**config.mk**
```make
export PLATFORM = sky130hd
export DESIGN_NAME = fat_chain_table
export DESIGN_NICKNAME = d
export VERILOG_FILES = /design/src/hdl/fct_pkg.sv /design/src/hdl/fat_chain_table.sv /design/src/hdl/fct_mem.sv /design/src/hdl/fct_ctrl.sv
export VERILOG_INCLUDE_DIRS = /design/src /design/src/hdl
export SDC_FILE = /design/constraint.sdc
export NUM_CORES = 2
export LEC_CHECK = 0
export ABC_AREA = 1
export ABC_CLOCK_PERIOD_IN_PS = 23300
export BUFFER_PORTS_ARGS = -buffer_cell sky130_fd_sc_hd__buf_2
export CAP_MARGIN = 40
export CORE_MARGIN = 10
export CORE_UTILIZATION = 60
export CTS_BUF_LIST = sky130_fd_sc_hd__clkbuf_16
export DETAILED_ROUTE_END_ITERATION = 10
export PLACE_DENSITY_LB_ADDON = 0.08
export RECOVER_POWER = 50
export SLEW_MARGIN = 10
export SYNTH_ARGS = -nofsm -noshare
export SYNTH_HDL_FRONTEND = slang
export SYNTH_HIERARCHICAL = 1
export SYNTH_SLANG_ARGS = --single-unit
```
**constraint.sdc**
```tcl
create_clock -name aclk -period 23.3 [get_ports aclk]
set_clock_uncertainty 0.2 [all_clocks]
set_input_delay 2.33 -clock aclk [delete_from_list [all_inputs] [get_ports aclk]]
set_output_delay 2.33 -clock aclk [all_outputs]
set_load 0.02 [all_outputs]
```
**src/hdl/fat_chain_table_macros.svh**
```systemverilog
// Assertion macros used by the chain table controller.
`ifndef FAT_CHAIN_TABLE_MACROS_SVH
`define FAT_CHAIN_TABLE_MACROS_SVH

// Condition and consequence in the same cycle.
`define FCT_ASSERT_SAME(label, pre, post) \
    label: assert property (@(posedge aclk) disable iff (!aresetn) (pre) |-> (post)) \
        else $error("fct: same-cycle check failed");

// Consequence in the cycle after the condition.
`define FCT_ASSERT_NEXT(label, pre, post) \
    label: assert property (@(posedge aclk) disable iff (!aresetn) (pre) |=> (post)) \
        else $error("fct: next-cycle check failed");

`endif

```
**src/hdl/fct_pkg.sv**
```systemverilog
// Types and constants of the file allocation table chain manager.
`timescale 1ns / 1ps

package fct_pkg;

    localparam int BLK_W   = 7;
    localparam int ENTRY_W = 8;

    localparam logic [2:0] ACT_WRITE  = 3'd0;
    localparam logic [2:0] ACT_READ   = 3'd1;
    localparam logic [2:0] ACT_ALLOC  = 3'd2;
    localparam logic [2:0] ACT_FOLLOW = 3'd3;
    localparam logic [2:0] ACT_FREE   = 3'd4;

    localparam logic [ENTRY_W-1:0] ENTRY_FREE = 8'h00;
    localparam logic [ENTRY_W-1:0] ENTRY_END  = 8'hFF;

    typedef enum logic [2:0] {
        ST_IDLE,
        ST_START,
        ST_READ,
        ST_SCAN,
        ST_ALLOC_END,
        ST_FOLLOW,
        ST_FREE,
        ST_DONE
    } st_t;

    typedef struct packed {
        logic we;
        logic re;
    } mem_cmd_t;

    typedef struct packed {
        logic               load;
        logic [ENTRY_W-1:0] result_block;
        logic [ENTRY_W-1:0] read_value;
        logic               success;
    } res_t;

endpackage

```
**src/hdl/fat_chain_table.sv**
```systemverilog
// Top level of the file allocation table chain manager.
// Allocate scans from entry 0 for the first free entry; follow walks up to step_count links;
// free walks the chain from start_block and clears at most NUM_BLOCKS entries.
// The table's single read port walks one entry per cycle; one item is in work at a time.
// Reset clears per-entry valid bits at once, so the table reads all free with no sweep.
`timescale 1ns / 1ps

module fat_chain_table
    import fct_pkg::*;
#(
    parameter int NUM_BLOCKS = 128
) (
    input  logic        aclk,
    input  logic        aresetn,
    input  logic        s_tvalid,
    output logic        s_tready,
    // start_block[6:0], step_count[13:7], link_previous[14], previous_block[21:15],
    // entry_value[29:22], zero fill[31:30]
    input  logic [31:0] s_tdata,
    // action[2:0]
    input  logic [2:0]  s_tuser,
    output logic        m_tvalid,
    input  logic        m_tready,
    // result_block[7:0], read_value[15:8]
    output logic [15:0] m_tdata,
    // success
    output logic        m_tuser
);

    localparam int AW = $clog2(NUM_BLOCKS);

    mem_cmd_t           mem_cmd;
    logic [AW-1:0]      mem_waddr;
    logic [AW-1:0]      mem_raddr;
    logic [ENTRY_W-1:0] mem_wdata;
    logic [ENTRY_W-1:0] mem_rdata;
    res_t               res;
    logic               out_free;

    logic               m_valid_reg;
    logic [15:0]        m_data_reg;
    logic               m_user_reg;

    assign out_free = !m_valid_reg || m_tready;

    fct_ctrl #(
        .NUM_BLOCKS(NUM_BLOCKS),
        .AW        (AW)
    ) u_ctrl (
        .aclk             (aclk),
        .aresetn          (aresetn),
        .in_valid         (s_tvalid),
        .in_ready         (s_tready),
        .in_action        (s_tuser),
        .in_start_block   (s_tdata[6:0]),
        .in_step_count    (s_tdata[13:7]),
        .in_link_previous (s_tdata[14]),
        .in_previous_block(s_tdata[21:15]),
        .in_entry_value   (s_tdata[29:22]),
        .out_free         (out_free),
        .res              (res),
        .mem_cmd          (mem_cmd),
        .mem_waddr        (mem_waddr),
        .mem_wdata        (mem_wdata),
        .mem_raddr        (mem_raddr),
        .mem_rdata        (mem_rdata)
    );

    fct_mem #(
        .NUM_BLOCKS(NUM_BLOCKS),
        .AW        (AW)
    ) u_mem (
        .aclk   (aclk),
        .aresetn(aresetn),
        .cmd    (mem_cmd),
        .waddr  (mem_waddr),
        .wdata  (mem_wdata),
        .raddr  (mem_raddr),
        .rdata  (mem_rdata)
    );

    // Output register: a finished item waits here while the next one is taken.
    always_ff @(posedge aclk) begin
        if (!aresetn) begin
            m_valid_reg <= 1'b0;
        end else if (res.load) begin
            m_valid_reg <= 1'b1;
        end else if (m_tready) begin
            m_valid_reg <= 1'b0;
        end
    end

    always_ff @(posedge aclk) begin
        if (res.load) begin
            m_data_reg <= {res.read_value, res.result_block};
            m_user_reg <= res.success;
        end
    end

    assign m_tvalid = m_valid_reg;
    assign m_tdata  = m_data_reg;
    assign m_tuser  = m_user_reg;

endmodule

```
**src/hdl/fct_mem.sv**
```systemverilog
// Table storage: one write and one registered read per cycle, per-entry valid bits.
`timescale 1ns / 1ps

module fct_mem
    import fct_pkg::*;
#(
    parameter int NUM_BLOCKS = 128,
    parameter int AW         = 7
) (
    input  logic               aclk,
    input  logic               aresetn,
    input  mem_cmd_t           cmd,
    input  logic [AW-1:0]      waddr,
    input  logic [ENTRY_W-1:0] wdata,
    input  logic [AW-1:0]      raddr,
    output logic [ENTRY_W-1:0] rdata
);

    logic [ENTRY_W-1:0]    table_mem [NUM_BLOCKS];
    logic [NUM_BLOCKS-1:0] valid_reg;
    logic [ENTRY_W-1:0]    rd_data_reg;
    logic                  rd_vld_reg;

    // Entries never written since reset read as free.
    always_ff @(posedge aclk) begin
        if (!aresetn) begin
            valid_reg <= '0;
        end else if (cmd.we) begin
            valid_reg[waddr] <= 1'b1;
        end
    end

    always_ff @(posedge aclk) begin
        if (cmd.we) begin
            table_mem[waddr] <= wdata;
        end
    end

    always_ff @(posedge aclk) begin
        if (cmd.re) begin
            rd_data_reg <= table_mem[raddr];
            rd_vld_reg  <= valid_reg[raddr];
        end
    end

    assign rdata = rd_vld_reg ? rd_data_reg : ENTRY_FREE;

endmodule

```
**src/hdl/fct_ctrl.sv**
```systemverilog
// Sequencer that walks the table one entry per cycle for the allocate, follow and free actions.
`timescale 1ns / 1ps
`include "fat_chain_table_macros.svh"

module fct_ctrl
    import fct_pkg::*;
#(
    parameter int NUM_BLOCKS = 128,
    parameter int AW         = 7
) (
    input  logic               aclk,
    input  logic               aresetn,
    input  logic               in_valid,
    output logic               in_ready,
    input  logic [2:0]         in_action,
    input  logic [BLK_W-1:0]   in_start_block,
    input  logic [BLK_W-1:0]   in_step_count,
    input  logic               in_link_previous,
    input  logic [BLK_W-1:0]   in_previous_block,
    input  logic [ENTRY_W-1:0] in_entry_value,
    input  logic               out_free,
    output res_t               res,
    output mem_cmd_t           mem_cmd,
    output logic [AW-1:0]      mem_waddr,
    output logic [ENTRY_W-1:0] mem_wdata,
    output logic [AW-1:0]      mem_raddr,
    input  logic [ENTRY_W-1:0] mem_rdata
);

    localparam logic [ENTRY_W-1:0] NB8       = ENTRY_W'(NUM_BLOCKS);
    localparam logic [AW-1:0]      LAST_BLK  = AW'(NUM_BLOCKS - 1);

    st_t                st_reg, st_next;
    logic [2:0]         act_reg, act_next;
    logic [BLK_W-1:0]   start_reg, start_next;
    logic [BLK_W-1:0]   steps_reg, steps_next;
    logic               link_reg, link_next;
    logic [BLK_W-1:0]   prev_reg, prev_next;
    logic [ENTRY_W-1:0] value_reg, value_next;
    logic [AW-1:0]      scan_reg, scan_next;
    logic [AW-1:0]      cur_reg, cur_next;
    logic [7:0]         cnt_reg, cnt_next;
    logic [ENTRY_W-1:0] result_reg, result_next;
    logic [ENTRY_W-1:0] readv_reg, readv_next;
    logic               ok_reg, ok_next;

    logic start_ok;
    logic prev_ok;
    logic rd_is_link;
    logic rd_free;
    logic last_step;
    logic free_more;

    assign start_ok   = {1'b0, start_reg} < NB8;
    assign prev_ok    = {1'b0, prev_reg} < NB8;
    assign rd_is_link = (mem_rdata != ENTRY_FREE) && !mem_rdata[ENTRY_W-1] && (mem_rdata < NB8);
    assign rd_free    = mem_rdata == ENTRY_FREE;
    assign last_step  = cnt_reg == 8'd1;
    // A block that links to itself is cleared in this very cycle, so the walk ends there.
    assign free_more  = rd_is_link && !last_step && (mem_rdata[AW-1:0] != cur_reg);

    always_ff @(posedge aclk) begin
        if (!aresetn) begin
            st_reg <= ST_IDLE;
        end else begin
            st_reg <= st_next;
        end
    end

    always_ff @(posedge aclk) begin
        act_reg    <= act_next;
        start_reg  <= start_next;
        steps_reg  <= steps_next;
        link_reg   <= link_next;
        prev_reg   <= prev_next;
        value_reg  <= value_next;
        scan_reg   <= scan_next;
        cur_reg    <= cur_next;
        cnt_reg    <= cnt_next;
        result_reg <= result_next;
        readv_reg  <= readv_next;
        ok_reg     <= ok_next;
    end

    // Next state.
    always_comb begin
        st_next = st_reg;
        case (st_reg)
            ST_IDLE: begin
                if (in_valid) begin
                    st_next = ST_START;
                end
            end
            ST_START: begin
                case (act_reg)
                    ACT_READ: begin
                        st_next = start_ok ? ST_READ : ST_DONE;
                    end
                    ACT_ALLOC: begin
                        st_next = ST_SCAN;
                    end
                    ACT_FOLLOW: begin
                        st_next = (start_ok && steps_reg != '0) ? ST_FOLLOW : ST_DONE;
                    end
                    ACT_FREE: begin
                        st_next = start_ok ? ST_FREE : ST_DONE;
                    end
                    default: begin
                        st_next = ST_DONE;
                    end
                endcase
            end
            ST_READ: begin
                st_next = ST_DONE;
            end
            ST_SCAN: begin
                if (rd_free) begin
                    st_next = ST_ALLOC_END;
                end else if (scan_reg == LAST_BLK) begin
                    st_next = ST_DONE;
                end
            end
            ST_ALLOC_END: begin
                st_next = ST_DONE;
            end
            ST_FOLLOW: begin
                if (!rd_is_link || last_step) begin
                    st_next = ST_DONE;
                end
            end
            ST_FREE: begin
                if (!free_more) begin
                    st_next = ST_DONE;
                end
            end
            ST_DONE: begin
                if (out_free) begin
                    st_next = ST_IDLE;
                end
            end
            default: begin
                st_next = ST_IDLE;
            end
        endcase
    end

    // Outputs and datapath.
    always_comb begin
        in_ready    = 1'b0;
        mem_cmd     = '0;
        mem_waddr   = cur_reg;
        mem_wdata   = ENTRY_FREE;
        mem_raddr   = scan_reg;
        act_next    = act_reg;
        start_next  = start_reg;
        steps_next  = steps_reg;
        link_next   = link_reg;
        prev_next   = prev_reg;
        value_next  = value_reg;
        scan_next   = scan_reg;
        cur_next    = cur_reg;
        cnt_next    = cnt_reg;
        result_next = result_reg;
        readv_next  = readv_reg;
        ok_next     = ok_reg;
        res.load         = 1'b0;
        res.result_block = result_reg;
        res.read_value   = readv_reg;
        res.success      = ok_reg;
        case (st_reg)
            ST_IDLE: begin
                in_ready = 1'b1;
                if (in_valid) begin
                    act_next   = in_action;
                    start_next = in_start_block;
                    steps_next = in_step_count;
                    link_next  = in_link_previous;
                    prev_next  = in_previous_block;
                    value_next = in_entry_value;
                end
            end
            ST_START: begin
                result_next = ENTRY_FREE;
                readv_next  = ENTRY_FREE;
                ok_next     = 1'b1;
                case (act_reg)
                    ACT_WRITE: begin
                        if (start_ok) begin
                            mem_cmd.we = 1'b1;
                            mem_waddr  = start_reg[AW-1:0];
                            mem_wdata  = value_reg;
                        end
                    end
                    ACT_READ: begin
                        mem_cmd.re = start_ok;
                        mem_raddr  = start_reg[AW-1:0];
                    end
                    ACT_ALLOC: begin
                        scan_next  = '0;
                        mem_cmd.re = 1'b1;
                        mem_raddr  = '0;
                    end
                    ACT_FOLLOW: begin
                        result_next = {1'b0, start_reg};
                        cnt_next    = {1'b0, steps_reg};
                        mem_cmd.re  = start_ok && steps_reg != '0;
                        mem_raddr   = start_reg[AW-1:0];
                    end
                    ACT_FREE: begin
                        cnt_next   = 8'(NUM_BLOCKS);
                        cur_next   = start_reg[AW-1:0];
                        mem_cmd.re = start_ok;
                        mem_raddr  = start_reg[AW-1:0];
                    end
                    default: begin
                        result_next = ENTRY_FREE;
                    end
                endcase
            end
            ST_READ: begin
                readv_next = mem_rdata;
            end
            ST_SCAN: begin
                if (rd_free) begin
                    result_next = ENTRY_W'(scan_reg);
                    // The link goes in first so that a self link ends up as the end mark.
                    if (link_reg && prev_ok) begin
                        mem_cmd.we = 1'b1;
                        mem_waddr  = prev_reg[AW-1:0];
                        mem_wdata  = ENTRY_W'(scan_reg);
                    end
                end else if (scan_reg == LAST_BLK) begin
                    result_next = ENTRY_END;
                    ok_next     = 1'b0;
                end else begin
                    scan_next  = scan_reg + 1'b1;
                    mem_cmd.re = 1'b1;
                    mem_raddr  = scan_reg + 1'b1;
                end
            end
            ST_ALLOC_END: begin
                mem_cmd.we = 1'b1;
                mem_waddr  = scan_reg;
                mem_wdata  = ENTRY_END;
            end
            ST_FOLLOW: begin
                cnt_next = cnt_reg - 8'd1;
                if (!rd_is_link || last_step) begin
                    result_next = mem_rdata;
                end else begin
                    mem_cmd.re = 1'b1;
                    mem_raddr  = mem_rdata[AW-1:0];
                end
            end
            ST_FREE: begin
                // Clear the visited entry and fetch the next one in the same cycle.
                mem_cmd.we = 1'b1;
                mem_waddr  = cur_reg;
                mem_wdata  = ENTRY_FREE;
                cnt_next   = cnt_reg - 8'd1;
                if (free_more) begin
                    mem_cmd.re = 1'b1;
                    mem_raddr  = mem_rdata[AW-1:0];
                    cur_next   = mem_rdata[AW-1:0];
                end
            end
            ST_DONE: begin
                res.load = out_free;
            end
            default: begin
                res.load = 1'b0;
            end
        endcase
    end

    `FCT_ASSERT_SAME(a_end_after_scan, st_reg == ST_ALLOC_END, $past(st_reg) == ST_SCAN)
    `FCT_ASSERT_SAME(a_follow_cnt, st_reg == ST_FOLLOW, cnt_reg != 8'd0)
    `FCT_ASSERT_SAME(a_free_cnt, st_reg == ST_FREE, cnt_reg != 8'd0)
    `FCT_ASSERT_NEXT(a_done_idle, st_reg == ST_DONE && out_free, st_reg == ST_IDLE)

endmodule
```
==> flow_summary.ini <==
[pwr]
p_sw_mw = 3.61
p_leak_nw = 20.9
switching_share_pct = 43.1
ir_worst_vdd_v = 0.000393
comb_power_share_pct = 43.0
p_clk_share_pct = 23.3
p_seq_share_pct = 33.7
power.density_mw_per_mm2 = 147
p_int_mw = 4.77

[clocking]
cts_sinks = 1254
cts_resized = 0
hold_buffers = 0
insertion_delay_ns = 0.74
clk_pin_slew_ns = 0.06
cts_max_level = 4
clockRootBuffer = clkbuf_16
cts_setup_buffers = 0
cts_tree = yes
clock_path_buffers = 3
numCtsBuffers = 132

[timing]
grt_setup_unrepaired = false
min_period_over_period_pct = 34.9
slew_viol_final = 921
timing.final.ws_setup_ns = 15.17
setup_tns_ns = 0
finalSetupViolCount = 0
tightest_slew_ns = 3.99
max_slew_margin_pct = -166
hold_viol_final = 0
max_freq_ghz = 0.123
fin_crit_ns = 8.13

[hold_path]
hold_path_class = flop to flop
hold_depth = 0

[synth]
ys_top_cells_by_area = edfxtp_1 (65%), nand2_1 (10%), nand3_1 (10%)
synth_largest_area_cell = edfxtp_1
yosysUniqueCellTypes = 39
syn_area_mm2 = 0.0521
synthArstFlopShare_pct = 0
seq_area_frac_synth_pct = 69.7
synth-edff-count = 1122
synth_area_per_cell_um2 = 10.8
synthesis.nets = 4847
synth_top_cell_area_share_pct = 64.7
syn_inst = 4805
synth-seq-cells = 1254
ys_warn_count = 6
synth_flop_cell = edfxtp_1

[critical_path]
crit_start = u_ctrl/st_reg[0]$_SDFFE_PN0P_
cp-end-kind = flop
crit_end = u_mem/table_mem[50][4]$_DFFE_PP_
arrival_ns = 8.11
reg2reg_slack_ns = 15.17
worstRegToRegCells = 7
cp_max_fo = 52
r2r-end = u_mem/table_mem[50][4]$_DFFE_PP_
crit_required_ns = 23.27
critical_path.startpoint_type = flop
critPathKind = flop to flop
r2r-start = u_ctrl/st_reg[0]$_SDFFE_PN0P_

[run]
drv_cap = 17

[placed_design]
post-place-ws_ns = 16.47
dp.cells = 5817
dp_hpwl_um = 74900
place.port_buffers = 55
place_congestion = 0.875

[global_route]
grt_pass1_vias = 33100
antenna_found_initial = 1
grt_max_degree = 231
grt.overflow.total = 0
track_usage_pct = 26.3
grt_pass1_wl_um = 199000

[detailed_routing]
avgRoutedWirePerCell_um = 21.8
drtAntennaViolNets = 0
via_count = 35400
drtIter0Drc = 4082
remaining_drc_errors = 0
drt_wl_total_um = 132000
viasPerCell = 5.84
dr.pass1.iters = 7

[status]
status = finished with violations
violations = capacitance limit, slew limit

[die]
dieArea_mm2 = 0.0990
die_h_um = 315
io_pins = 58
core_area_mm2 = 0.0865
die_x_um = 315
initial_core_util_pct = 60.2
rows = 108

[final_layout]
area_growth_pct = 9.24
layout_commonest_cell = nand2_1
drive_above_1_share_pct = 6.03
antennaDiodeCount = 0
nFillCells = 6616
largest_register_ffs = 1024
final_cells = 6063
finish.utilization_pct = 65.8
nNetsFinal = 4841
final_cell_mix = nand2_1 (1,447), edfxtp_1 (1,122), nand3_1 (1,066)
cells by family (layout without fill, tap and decap cells):
logic type	after synthesis	after routing	share of synthesized area [%]
XOR/XNOR	9	9	0.151
AND/OR/NAND/NOR	3019	3019	24.6
adder cells (fa/ha/maj)	3	3	0.0721
AO/OA/AOI/OAI	106	106	1.15
flip-flops	1254	1254	69.7
buffers and inverters	414	517	4.24
power groups by stage:
stage	clock network [mW]	logic [mW]	registers, mW
after floorplan	0	2.48	2.90
after global placement	0	3.48	2.84
after detailed placement	0	3.58	2.84
after CTS	1.98	3.59	2.80
after global routing	2.06	3.92	2.83
final	1.95	3.61	2.82
cells in the mapped netlist, types with 2 or more instances:
| library cell | number |
|---|---|
| nand4_1 | 11 |
| o21ai_1 | 4 |
| o211ai_1 | 6 |
| nand2_1 | 1441 |
| edfxtp_1 | 1122 |
| nor2_1 | 458 |
| xor2_1 | 8 |
| a21oi_1 | 36 |
| buf_4 | 24 |
| nor2_2 | 3 |
| clkinv_1 | 4 |
| buf_6 | 50 |
| inv_1 | 114 |
| nor2_4 | 2 |
| o22ai_1 | 3 |
| nand2_2 | 10 |
| nand3_2 | 6 |
| inv_2 | 11 |
| dfxtp_1 | 132 |
| nor3_1 | 15 |
| nand3_1 | 1069 |
| o2111ai_1 | 9 |
| ha_1 | 3 |
| buf_1 | 20 |
| clkbuf_1 | 44 |
| o21ai_0 | 44 |
| buf_2 | 143 |
| a21oi_2 | 2 |
metal layers:
metal / vias up / share of wire (%) / GRT usage (%)
met4: 2 / 3.0 / 9.32
li1: 16600 / - / -
met3: 253 / 8.7 / 4.32
met2: 1526 / 48 / 41.6
met1: 17000 / 40 / 36.7
met5: - / 0.0098 / 0
per-stage QoR:
| stage | hold WS, ns | total power, mW | area, µm² |
|---|---|---|---|
| floorplan | 0.200 | 5.38 | 52100 |
| global placement | 0.204 | 6.32 | 52700 |
| detailed placement | 0.205 | 6.42 | 53200 |
| CTS | 0.213 | 8.37 | 57200 |
| global route | 0.225 | 8.82 | 56900 |
| finish | 0.218 | 8.38 | 56900 |
how the worst min path moves through the flow:
| stage | slack (ns) | endpoint | start |
|---|---|---|---|
| global placement | 0.20 | m_tdata[5]$_DFFE_PP_ | u_ctrl/result_reg[5]$_DFFE_PP_ |
| detailed placement | 0.20 | m_tdata[13]$_DFFE_PP_ | u_ctrl/readv_reg[5]$_SDFFCE_PN0P_ |
| global route | 0.23 | m_tdata[4]$_DFFE_PP_ | u_ctrl/result_reg[4]$_DFFE_PP_ |
| floorplan | 0.20 | m_tdata[0]$_DFFE_PP_ | u_ctrl/result_reg[0]$_DFFE_PP_ |
| finish | 0.22 | m_tdata[13]$_DFFE_PP_ | u_ctrl/readv_reg[5]$_SDFFCE_PN0P_ |
| CTS | 0.21 | m_tdata[4]$_DFFE_PP_ | u_ctrl/result_reg[4]$_DFFE_PP_ |
worst max-delay path: stages (launching register included):
cell and delay [ns]:
dfxtp_1 0.58, nand3_1 0.81, nor2_1 0.74, a21oi_1 0.20, o21ai_4 0.10, clkbuf_1 1.27
clkbuf_1 1.69, clkbuf_1 1.87
cell type report:
type	instances	area, µm²	area share (%)
Clock buffer	138	3450	6.07
Clock inverter	105	589	1.04
Inverter	132	538	0.945
Multi-Input combinational cell	3137	13600	23.9
Sequential cell	1254	36300	63.8
Tap cell	1155	1450	2.54
Timing Repair Buffer	142	963	1.69
No activity file was read; power rests on OpenSTA's default activity.
